$ cat config.mk
export PLATFORM = sky130hd
export DESIGN_NAME = tmwo_overlay
export DESIGN_NICKNAME = d
export VERILOG_FILES = /design/src/rtl/core/tmwo_pkg.sv /design/src/rtl/core/tmwo_overlay.sv
export SDC_FILE = /design/constraint.sdc
export NUM_CORES = 1
export LEC_CHECK = 0
export BUFFER_PORTS_ARGS = -buffer_cell sky130_fd_sc_hd__buf_2
export CORE_UTILIZATION = 55
export CTS_BUF_LIST = sky130_fd_sc_hd__clkbuf_4
export DETAILED_ROUTE_END_ITERATION = 12
export MAX_ROUTING_LAYER = met4
export PLACE_DENSITY = 0.71
export SYNTH_ARGS = -nofsm -noshare
export SYNTH_HDL_FRONTEND = slang
export SYNTH_SLANG_ARGS = --single-unit
$ cat constraint.sdc
create_clock -name i_clk -period 5.6 [get_ports i_clk]
set_clock_uncertainty 0.15 [all_clocks]
set_input_delay 1.4 -clock i_clk [delete_from_list [all_inputs] [get_ports i_clk]]
set_output_delay 1.4 -clock i_clk [all_outputs]
set_load 0.005 [all_outputs]
$ cat src/rtl/core/tmwo_pkg.sv
// Shared types, codes and defaults for the tile map with write overlay.
package tmwo_pkg;

    localparam int COORD_W = 8;
    localparam int TILE_W  = 8;

    localparam int DEF_MAP_COLS  = 64;
    localparam int DEF_MAP_ROWS  = 64;
    localparam int DEF_OVL_DEPTH = 16;

    // request codes
    localparam logic [2:0] REQ_READ       = 3'd0;
    localparam logic [2:0] REQ_OVL_WRITE  = 3'd1;
    localparam logic [2:0] REQ_BASE_WRITE = 3'd2;
    localparam logic [2:0] REQ_FILL       = 3'd3;
    localparam logic [2:0] REQ_CLEAR      = 3'd4;

    // status codes
    localparam logic [1:0] ST_OK    = 2'd0;
    localparam logic [1:0] ST_RANGE = 2'd1;
    localparam logic [1:0] ST_FULL  = 2'd2;

    typedef struct packed {
        logic [2:0]         req_type;
        logic [COORD_W-1:0] x_pos;
        logic [COORD_W-1:0] y_pos;
        logic [TILE_W-1:0]  tile_value;
    } t_req;

    typedef struct packed {
        logic [TILE_W-1:0] tile_out;
        logic              from_overlay;
        logic [1:0]        status;
    } t_rsp;

    // control to the overlay: lookup loads the match vector, wr_en/clear commit
    typedef struct packed {
        logic               lookup;
        logic               wr_en;
        logic               clear;
        logic [COORD_W-1:0] x;
        logic [COORD_W-1:0] y;
        logic [TILE_W-1:0]  tile;
    } t_ovl_cmd;

    typedef struct packed {
        logic              hit;
        logic              full;
        logic [TILE_W-1:0] tile;
    } t_ovl_stat;

endpackage

$ cat src/rtl/core/tmwo_overlay.sv
// Associative overlay: parallel coordinate match, update in place or append.
module tmwo_overlay #(
    parameter int DEPTH = tmwo_pkg::DEF_OVL_DEPTH
) (
    input  logic                 i_clk,
    input  logic                 i_rst_n,
    input  tmwo_pkg::t_ovl_cmd   i_cmd,
    output tmwo_pkg::t_ovl_stat  o_stat
);

    localparam int CNT_W = $clog2(DEPTH + 1);

    logic [tmwo_pkg::COORD_W-1:0] r_x    [DEPTH];
    logic [tmwo_pkg::COORD_W-1:0] r_y    [DEPTH];
    logic [tmwo_pkg::TILE_W-1:0]  r_tile [DEPTH];
    logic [CNT_W-1:0]             r_count, n_count;
    logic [DEPTH-1:0]             r_match, n_match;
    logic                         hit;
    logic                         full;
    logic                         append;
    logic [tmwo_pkg::TILE_W-1:0]  hit_tile;

    // only entries below the count take part in the match
    always_comb begin
        for (int i = 0; i < DEPTH; i++) begin
            n_match[i] = (CNT_W'(i) < r_count) && (r_x[i] == i_cmd.x) &&
                         (r_y[i] == i_cmd.y);
        end
    end

    assign hit    = |r_match;
    assign full   = (r_count == CNT_W'(DEPTH));
    assign append = i_cmd.wr_en && !hit && !full;

    // coordinates are unique, so at most one match bit is set
    always_comb begin
        hit_tile = '0;
        for (int i = 0; i < DEPTH; i++) begin
            if (r_match[i]) begin
                hit_tile = hit_tile | r_tile[i];
            end
        end
    end

    always_comb begin
        n_count = r_count;
        if (i_cmd.clear) begin
            n_count = '0;
        end else if (append) begin
            n_count = r_count + CNT_W'(1);
        end
    end

    always_ff @(posedge i_clk) begin
        if (!i_rst_n) begin
            r_count <= '0;
            r_match <= '0;
        end else begin
            r_count <= n_count;
            if (i_cmd.lookup) begin
                r_match <= n_match;
            end
        end
    end

    always_ff @(posedge i_clk) begin
        for (int i = 0; i < DEPTH; i++) begin
            if (i_cmd.wr_en && (r_match[i] || (append && r_count == CNT_W'(i)))) begin
                r_tile[i] <= i_cmd.tile;
                if (!r_match[i]) begin
                    r_x[i] <= i_cmd.x;
                    r_y[i] <= i_cmd.y;
                end
            end
        end
    end

    assign o_stat = '{hit: hit, full: full, tile: hit_tile};

endmodule

* Word level (Yosys, flattened, before mapping) *
Memories as Yosys holds them, arrays and structs flattened.
Index checks and enable logic that the tools add are counted.

storage, ports and cells
  bits in writable memories = 384
  output and inout port bits = 10
  register bits after elaboration = 21
  memories kept = 3
  logic and storage cells = 389
  bits in read-only memories = 0
  bits of input ports = 29
  latch bits = 0

memories
  memory  depth  bits a word  read ports  clocked after Yosys merged registers in  wr ports  line                source
  r_tile  16     8            16          0                                        16        tmwo_overlay.sv:15  logic [tmwo_pkg::TILE_W-1:0] r_tile [DEPTH];
  r_x     16     8            16          0                                        1         tmwo_overlay.sv:13  logic [tmwo_pkg::COORD_W-1:0] r_x [DEPTH];
  r_y     16     8            16          0                                        1         tmwo_overlay.sv:14  logic [tmwo_pkg::COORD_W-1:0] r_y [DEPTH];

cells by class
  muxes and demuxes = 186
  shifts and indexed selects = 0
  bitwise gates (word level) = 16
  add/subtract/negate cells = 1
  $mul = 0
  div/mod/pow operators = 0
  magnitude comparators = 16
  equal/unequal tests = 48
  reduce and logical (&&, ||, !) cells = 117

operators by type and width
  kind                                                count
  2-to-1 mux 8 bit                                    46
  == test 8 bit                                       32
  OR reduction 8 bit                                  30
  2-to-1 mux 4 bit                                    30
  bitwise OR 8 bit                                    15
  2-to-1 mux 1 bit                                    110
  logical AND 1 bit                                   66
  == test 5 x 4 -> 1 bit (second input constant)      8
  < comparator 4 x 5 -> 1 bit (first input constant)  8
  == test 5 x 3 -> 1 bit (second input constant)      4
  < comparator 3 x 5 -> 1 bit (first input constant)  4
  logical OR 1 bit                                    16
  OR reduction 16 bit                                 1
  == test 5 x 2 -> 1 bit (second input constant)      2
  < comparator 1 x 5 -> 1 bit (first input constant)  2
  < comparator 2 x 5 -> 1 bit (first input constant)  2
  adder 5 x 1 -> 5 bit (second input constant)        1
  == test 5 x 1 -> 1 bit (second input constant)      1
  == test 5 bit (second input constant)               1
  logical NOT 5 bit                                   1
  logical NOT 1 bit                                   2
  OR reduction 2 bit                                  1
  inverter 1 bit                                      1

* Logic depth before layout (Yosys ltp) *
Gate-level depths: netlist of the first run.

  depth in word-level cells = 31
  gate-level depth with buffers = 8
  depth with buffers taken out = 6

* Worst setup path before layout of the first run *
OpenSTA, ideal clock, no wires.

  path kind = input to register
  start = input i_cmd[25] in the netlist's numbering
  end = memory r_tile[1][56] in the netlist's numbering, enable pin
  buffers on the path = 0
  slack = 1317 ps
  stages = 3
  required time = 5119 ps
  data arrival time = 3802 ps
  setup time = 331 ps
  path through = nand4_4 > nor4b_1 > o21a_1

RTL lines
  what         line                source
  from (decl)  tmwo_overlay.sv:7   input tmwo_pkg::t_ovl_cmd i_cmd,
  to (decl)    tmwo_overlay.sv:15

==> results.md, run 1 <==
- CTS tree: done
- CTS hold repair buffers: 0
- Logic pwr share: 4.1%
- Largest net degree at the start of global routing: 33
- Max IR drop VDD: 0.217 mV
- Seq cells post-synth: 405
- Worst hold slack: between 0.4 and 0.5 ns
- Switch Pwr: 1320 uW
- Most common cell after layout, fill and taps aside: edfxtp_1
- Achievable Freq: ~0.25 GHz
- GRT Total Usage: 25.8%
- CP arrival: 2.52 ns
- Crit path kind: register to primary output
- TritonCTS Buffers: between 90 and 100
- HP Class: register to register
- Drc violations: 0
- FILL cells: 2198
- CTS Root Cell: clkbuf_4
- Synth area leader: edfxtp_1
- Synth top area share: 69.6%
- R2R Path Start: r_count[1]$_SDFFE_PP0P_
- Antenna violations before repair: 1
- RSZ-0062 raised after global routing: false
- Layout cells sized above 1: between 10% and 20%
- Cells after Synth: 1022
- Routed vias: 9435
- Maximum fanout along the worst path: 12
- DRT iter0 DRCs: between 900 and 1000
- Max Root-Sink Buffers: 3
- Full die area: 0.0308 mm2
- Setup TNS: 0 ns
- Most frequent cells in the layout: edfxtp_1 (384), clkbuf_4 (161), xor2_1 (129)
- Synth warn: 0
- Critical path launch point: r_match[6]$_SDFFE_PN0P_
- Critical path endpoint category: primary output
- Reg power frac: 54.5%
- Die W: 176 um
- H-tree depth: 3
- CP Launch Type: register
- Syn nets: 1054
- Vias per Instance: about 5.9
- Slew headroom: 18.6%
- Hpwl dp: 22500 um
- Leakage: 0.00610 uW
- NumNets Final: 1148
- Status: completed
- Final setup fails: 0
- IO Port Bufs: 38
- Initial core utilization: a little under three fifths
- Post_cts resized: 0
- Row cnt: 63
- Top cells by area, synth: edfxtp_1 (70%), xor2_1 (6.8%), xnor2_1 (6.7%)
- Final Hold Viols: 0
- Layout area overhead: 11.6%
- Core ar.: 0.0296 mm2
- Library cells used by synthesis: 44
- Tightest Pin Transition: between 1 and 1.5 ns
- DRT Pass-1 Iters: 5
- Top Ports: 39
- Register clock-pin slew on the reported worst setup and hold paths: 0.07 ns
- Seq/Total Area, Yosys: between 70% and 80%
- Pins Over Slew Limit: 0
- Placer Congestion: 0.880
- Final period utilization: between 70% and 80%
- # Post-CTS Setup Buffers: 0
- Hold Path Origin: r_y[1][1]$_DFFE_PP_
- DR WL/cell: 23.6 um
- Average size of a mapped cell: 16.2 um2
- PwrDens: 331 mW/mm2
- Req. time, crit path: 4.05 ns
- DRT Wirelength: approximately 38000 um
- Syn Std Cell Area: around 0.017 mm2
- First-pass GRT wire length: approximately 56000 um
- Post-route ant nets: 0
- Clock sink count: 405
- Vias in the first global route: 9306
- Sw frac: 21.6%
- Global route overflow: 0
- Chip height: 176 um
- Pint: between 4000 and 5000 uW
- Worst skew pair latency: 0.72 ns
- Post-layout min period: 4.07 ns
- Clock share of power: 41.4%
- Max cap viols: 0
## Yosys cell counts (all sizes together)
cell type	n
a2111oi	6
a21o	1
a21oi	7
a221oi	32
a22o	41
a31o	1
a31oi	1
a32o	13
a41oi	1
and2	3
and3	17
and4	1
buf	39
clkbuf	25
dfxtp	21
edfxtp	384
ha	3
inv	4
nand2	17
nand2b	1
nand3	25
nand4	38
nand4bb	1
nor2	8
nor2b	2
nor3	16
nor3b	2
nor4	34
nor4b	1
o2111ai	2
o21a	2
o21ai	6
o31ai	3
o41ai	4
or2	1
or3	1
or4	2
xnor2	127
xor2	129
## through the flow
stage	cells	setup slack [ns]	cell area (um2)	total power, uW	utilization [%]
floorplan	1022	1.32	16600	3540	-
global placement	1406	1.84	17100	3650	57.8
detailed placement	1406	1.75	17100	3650	57.8
CTS	1589	1.56	18500	6170	62.3
global route	1590	1.39	18500	6330	62.3
finish	1590	1.53	18500	6120	62.3
## path summary, 6_finish.rpt
| check | cells after the start | end | slack [ns] |
|---|---|---|---|
| max | 4 | o_stat[9] | 1.53 |
| min | 3 | r_match[8]$_SDFFE_PN0P_ | 0.43 |
| max reg2reg | 6 | r_x[0][33]$_DFFE_PP_ | 2.18 |
| min reg2reg | 3 | r_match[8]$_SDFFE_PN0P_ | 0.43 |
## flip-flops by register name, summed over array words and instances, names as in the netlist
register and cells:
r_x 128, r_tile 128, r_match 16, r_count 5, r_y 128
## power groups by stage
stage	logic (uW)	registers (uW)	clock network (uW)
3_3_place_gp	247	3400	0
4_1_cts	253	3330	2580
2_1_floorplan	143	3400	0
5_1_grt	270	3330	2730
3_5_place_dp	253	3400	0
6_report	251	3330	2530
## logic make-up after synthesis
family / synth area share [%]
DFF: 72.2
xor gates and xnor gates: 13.5
and+or+nand+nor: 6.13
AOI/OAI and AO/OA: 6.09
buffers and inverters: 1.86
adders and majority gates: 0.227
## final cells by class
| class | instances | area (um2) | share of cell area [%] |
|---|---|---|---|
| Sequential cell | 405 | 12000 | 64.7 |
| Multi-Input combinational cell | 549 | 4320 | 23.4 |
| Clock buffer | 161 | 1210 | 6.54 |
| Tap cell | 390 | 488 | 2.64 |
| Timing Repair Buffer | 58 | 340 | 1.84 |
| Clock inverter | 22 | 149 | 0.806 |
| Inverter | 4 | 15.0 | 0.0813 |
| Antenna cell | 1 | 2.50 | 0.0135 |
## worst max-delay path, stage by stage (launching register included)
cell	delay [ns]
dfxtp_1	0.53
nor4_1	0.57
and2_1	0.32
nand3_1	0.19
buf_2	0.18
## metal layers
metal	routed length, um	GRT usage (%)
met1	15900	34.5
met2	17600	38.7
met3	2870	5.54
met4	1210	10.6
met5	0	-
No activity file was read; power rests on OpenSTA's default activity.
==> run 2: changes to the inputs <==
==> constraint.sdc (replaced) <==
create_clock -name i_clk -period 3.9 [get_ports i_clk]
set_clock_uncertainty 0.15 [all_clocks]
set_input_delay 0.975 -clock i_clk [delete_from_list [all_inputs] [get_ports i_clk]]
set_output_delay 0.975 -clock i_clk [all_outputs]
set_load 0.005 [all_outputs]
==> results.md, run 2 (synthesized netlist as in run 1, its figures left out) <==
- Chip height: 176 um (unchanged)
- Slew headroom: 48.1% (+30 points)
- Final period utilization: 90.4%
- RSZ-0062 raised after global routing: false
- Critical path endpoint category: primary output
- Placer Congestion: 0.921 (+4.6%)
- DRT Pass-1 Iters: 5 (unchanged)
- Hpwl dp: 23400 um (+4.1%)
- Placed Cells: 1439 (+2.3%)
- Vias per Instance: 5.85 (-1.4%)
- Post_cts resized: 0 (unchanged)
- Post-layout min period: around 3.5 ns
- CTS hold repair buffers: 0 (unchanged)
- Post-route insts no fill: 1616 (+1.6%)
- NumNets Final: 1183 (+3.0%)
- CP Launch Type: register
- Max Root-Sink Buffers: 3 (unchanged)
- Max IR drop VDD: 0.281 mV (+29%)
- # Post-CTS Setup Buffers: 0 (unchanged)
- H-tree depth: 3 (unchanged)
- Row cnt: 63 (unchanged)
- Worst skew pair latency: 0.77 ns (+0.05 ns)
- R2R Path Start: r_count[0]$_SDFFE_PP0P_
- Final core occ: 63.3% (+0.95 points)
- Tightest Pin Transition: 0.778 ns (-0.439 ns)
- Antenna violations before repair: 1 (unchanged)
- CTS tree: done
- Pins Over Slew Limit: 0 (unchanged)
- Leakage: 0.00629 uW (+3.1%)
- Dpl cell area: 0.0174 mm2 (+1.7%)
- Clock sink count: 405 (unchanged)
- Post-route cell area: 0.0188 mm2 (+1.5%)
- Register clock-pin slew on the reported worst setup and hold paths: 0.06 ns (about the same)
- Biggest regs: r_tile (128), r_x (128), r_y (128)
- Global route overflow: 0 (unchanged)
- Hold Path Origin: i_cmd[11]
- CTS Root Cell: clkbuf_4
- Full die area: 0.0308 mm2 (unchanged)
- GRT Total Usage: 25.8% (-0.026 points)
- Layout cells sized above 1: 22.0% (+2.3 points)
- Final setup fails: 0 (unchanged)
- First-pass GRT wire length: 56300 um (about the same)
- Initial core utilization: 55.9% (unchanged)
- Max cap viols: 0 (unchanged)
- R2R Setup Slk: 0.85 ns (-1.33 ns)
- DRT iter0 DRCs: 1009 (+7.7%)
- Largest net degree at the start of global routing: 33 (unchanged)
- Crit path kind: register to primary output
- Drc violations: 0 (unchanged)
- Critical path launch point: r_match[12]$_SDFFE_PN0P_
- Top Ports: 39 (unchanged)
- Status: completed
- IO Port Bufs: 38 (unchanged)
- DR WL/cell: 23.1 um (-2.3%)
- Post-route ant nets: 0 (unchanged)
- PwrDens: 470 mW/mm2 (+42%)
- Most common cell after layout, fill and taps aside: edfxtp_1
- Routed vias: 9453 (+0.19%)
- Worst hold slack: 0.366 ns (-0.0665 ns)
- TritonCTS Buffers: 100 (+2.0%)
- CP arrival: 2.40 ns (-0.12 ns)
- Layout area overhead: 13.3%
- Die W: 176 um (unchanged)
- Req. time, crit path: 2.77 ns (-1.28 ns)
- Achievable Freq: ~0.28 GHz
- Maximum fanout along the worst path: 11 (-1)
- Setup TNS: 0 ns (unchanged)
- Core ar.: 0.0296 mm2 (unchanged)
- Vias in the first global route: 9281 (-0.27%)
- HP Class: input port to register
- Most frequent cells in the layout: edfxtp_1 (384), clkbuf_4 (159), xor2_1 (129)
- FILL cells: 2224 (+1.2%)
- Final Hold Viols: 0 (unchanged)
- DRT Wirelength: 37300 um (-0.75%)
## run 2: changes by cell type in the layout (fill, tap and decap cells not counted), sizes merged
| cell | change |
|---|---|
| buf | +33 |
| clkbuf | -2 |
| clkinv | -6 |
| bufinv | +1 |
## run 2: stage by stage
stage	power (uW)	worst slack [ns]
6_report	8810	0.376
5_1_grt	9130	0.134
4_1_cts	8890	0.323
3_5_place_dp	5260	0.937
3_3_place_gp	5250	0.961
2_1_floorplan	5080	0.542
## run 2: layout make-up
cell class	instances	area (um2)	share of cell area (%)
well taps	390	488	2.60
clock buffers	159	1190	6.36
repair buffers	91	626	3.33
multi-input cells	549	4330	23.1
inverters	4	15.0	0.0800
clock inverters	17	153	0.814
flip-flops and latches	405	12000	63.7
diodes	1	2.50	0.0133
## run 2: critical path, stage by stage (launching register included)
cell and delay, ns:
dfxtp_1 0.38, buf_4 0.23, a22o_1 0.21, a221oi_1 0.46
nand4_1 0.19, buf_2 0.17
## run 2: final timing paths
| path | to | cells past startpoint |
|---|---|---|
| worst min register to register | r_match[9]$_SDFFE_PN0P_ | 3 |
| worst min-delay path | r_y[1][59]$_DFFE_PP_ | 1 |
| worst max register to register | r_y[1][41]$_DFFE_PP_ | 7 |
| worst max-delay path | o_stat[6] | 5 |
## run 2: power by group
group          leakage (uW)  internal [uW]  total [uW]  switching [uW]
Combinational       0.00185            127         374             247
Clock              0.000803           2030        3650            1620
Sequential          0.00363           4780        4790            9.15
## run 2: per-layer routing
metal	track usage, %	part of all wire [%]	vias to the layer above
li1	-	-	4274
met3	5.61	6.8	91
met2	39.2	47	417
met4	10.7	3.3	0
met1	33.9	43	4671
met5	-	0	-
==> run 3: changes to the inputs <==
--- a/config.mk
+++ b/config.mk
@@ -6,11 +6,11 @@
 export NUM_CORES = 1
 export LEC_CHECK = 0
 export BUFFER_PORTS_ARGS = -buffer_cell sky130_fd_sc_hd__buf_2
-export CORE_UTILIZATION = 55
+export CORE_UTILIZATION = 25
 export CTS_BUF_LIST = sky130_fd_sc_hd__clkbuf_4
 export DETAILED_ROUTE_END_ITERATION = 12
 export MAX_ROUTING_LAYER = met4
-export PLACE_DENSITY = 0.71
+export REMOVE_ABC_BUFFERS = 1
 export SYNTH_ARGS = -nofsm -noshare
 export SYNTH_HDL_FRONTEND = slang
 export SYNTH_SLANG_ARGS = --single-unit
==> results.md, run 3 (synthesized netlist as in run 1, its figures left out) <==
- CP arrival: 2.68 ns (+0.28 ns)
- DRT iter0 DRCs: 887 (-12%)
- Switch Pwr: 1990 uW (+6.3%)
- Status: completed
- TritonCTS Buffers: 102 (+2.0%)
- DRT Wirelength: 41800 um (+12%)
- Placer Congestion: 0.819 (-11%)
- HP Class: input port to register
- NumNets Final: 1197 (+1.2%)
- Post_cts resized: 0 (unchanged)
- Antenna violations before repair: 2 (+1)
- DRT Pass-1 Iters: 6 (+1)
- # Post-CTS Setup Buffers: 0 (unchanged)
- Setup TNS: 0 ns (unchanged)
- Slew headroom: 46.0% (-2.1 points)
- Logic pwr share: 4.5% (+0.3 points)
- Reg power frac: 54.9% (+0.6 points)
- Max cap viols: 0 (unchanged)
- Top Ports: 39 (unchanged)
- Post-route ant nets: 0 (unchanged)
- Clock sink count: 405 (unchanged)
- Final period utilization: 97.4% (+7.1 points)
- IO Port Bufs: 38 (unchanged)
- Crit path kind: register to primary output
- Final Hold Viols: 0 (unchanged)
- Post-layout min period: 3.80 ns (+0.276 ns)
- Biggest regs: r_tile (128), r_x (128), r_y (128)
- Drc violations: 0 (unchanged)
- Sw frac: 22.9% (+1.6 points)
- Max Root-Sink Buffers: 3 (unchanged)
- Post-route insts no fill: 2104 (+30%)
- CP Launch Type: register
- Largest delay share family, worst path: simple AND/OR/NAND/NOR gates
- Maximum fanout along the worst path: 12 (+1)
- Tightest Pin Transition: 0.809 ns (+0.0311 ns)
- Layout area overhead: 16.8%
- Critical path endpoint category: primary output
- Pint: 6720 uW (-3.1%)
- Achievable Freq: 0.263 GHz (-7.3%)
- Full die area: 0.0673 mm2 (+120%)
- Register clock-pin slew on the reported worst setup and hold paths: 0.06 ns (about the same)
- Slowest CP cell: dfxtp_1
- Worst path max stage delay: 0.54 ns (+0.08 ns)
- First-pass GRT wire length: 62600 um (+11%)
- Chip height: 259 um (+48%)
- Max IR drop VDD: 0.185 mV (-34%)
- Final setup fails: 0 (unchanged)
- RSZ-0062 raised after global routing: false
- CTS tree: done
- Most common cell after layout, fill and taps aside: edfxtp_1
- Clock share of power: 40.6% (-0.8 points)
- Vias in the first global route: 9634 (+3.8%)
- Critical Path, Cell by Cell: nor4_1, and2_1, nand3_1, buf_2
- Row cnt: 93 (+48%)
- Initial core utilization: 25.5% (-30 points)
- Largest net degree at the start of global routing: 23 (-30%)
- PwrDens: 450 mW/mm2 (-4.1%)
- Core ar.: 0.0649 mm2 (+120%)
- DR WL/cell: 19.9 um (-14%)
- Most frequent cells in the layout: edfxtp_1 (384), clkbuf_4 (155), xor2_1 (129)
- Pins Over Slew Limit: 0 (unchanged)
- GRT Total Usage: 12.9% (-13 points)
- CTS hold repair buffers: 0 (unchanged)
- Hpwl dp: 26700 um (+14%)
- Global route overflow: 0 (unchanged)
- Leakage: 0.00630 uW (+0.22%)
- Vias per Instance: 4.58 (-22%)
- Placed Cells: 1916 (+33%)
- WP buf/inv: 1 (-1)
- CTS Root Cell: clkbuf_4
- Layout cells sized above 1: 22.2% (+0.27 points)
- Worst skew pair latency: 0.82 ns (+0.05 ns)
- H-tree depth: 3 (unchanged)
- Routed vias: 9636 (+1.9%)
- Req. time, crit path: 2.77 ns (about the same)
- Die W: 259 um (+48%)
==> run 3: cell types whose count changed in the layout (fill, tap and decap cells not counted), moves of 2 or more <==
cell	before	now
diode_2	1	3
buf_12	3	1
bufinv_16	3	0
clkinv_2	2	4
buf_4	50	64
clkinv_1	8	21
clkbuf_4	159	155
==> run 3: path summary, 6_finish.rpt <==
| path | slack (ns) | end | from | depth (start not counted) |
|---|---|---|---|---|
| setup / recovery | 0.1 | o_stat[9] | r_match[15]$_SDFFE_PN0P_ | 4 |
| hold / removal | 0.38 | r_x[0][63]$_DFFE_PP_ | i_cmd[23] | 1 |
| setup reg to reg | 0.95 | r_tile[1][57]$_DFFE_PP_ | r_count[1]$_SDFFE_PP0P_ | 6 |
| hold reg to reg | 0.44 | r_match[9]$_SDFFE_PN0P_ | r_x[1][14]$_DFFE_PP_ | 3 |
==> run 3: per-layer routing <==
layer	wire, um	vias to the layer above	global-route usage [%]	part of all wire [%]
li1	-	4312	-	-
met3	2760	67	2.89	6.6
met1	20100	4878	18.4	48
met2	18300	379	17.9	44
met5	0	-	-	0
met4	720	0	3.89	1.7
==> run 3: layout make-up <==
class / instances / area, um2
clock buffer: 155 / 1160
multi-input combinational: 549 / 4320
fill: 6488 / 45600
tap: 855 / 1070
sequential: 405 / 12000
inverter: 4 / 15.0
timing repair buffer: 103 / 691
antenna: 3 / 7.51
clock inverter: 30 / 130
==> run 3: power by group through the flow <==
stage,logic [uW],registers (uW),clock network (uW)
floorplan,144,4880,0
global placement,392,4880,0
detailed placement,398,4880,0
CTS,400,4780,3650
global route,427,4780,3860
finish,392,4790,3540
==> run 3: metrics by stage <==
step	hold WS (ns)	cell area [um2]	setup WS [ns]	utilization, %	power, uW
after floorplan	0.386	16300	-0.0511	-	5020
after global placement	0.434	18100	0.899	27.8	5270
after detailed placement	0.439	18100	0.915	27.8	5280
after CTS	0.264	19300	0.0843	29.8	8830
after global routing	0.307	19400	0.00426	29.8	9070
final	0.383	19400	0.0997	29.8	8710
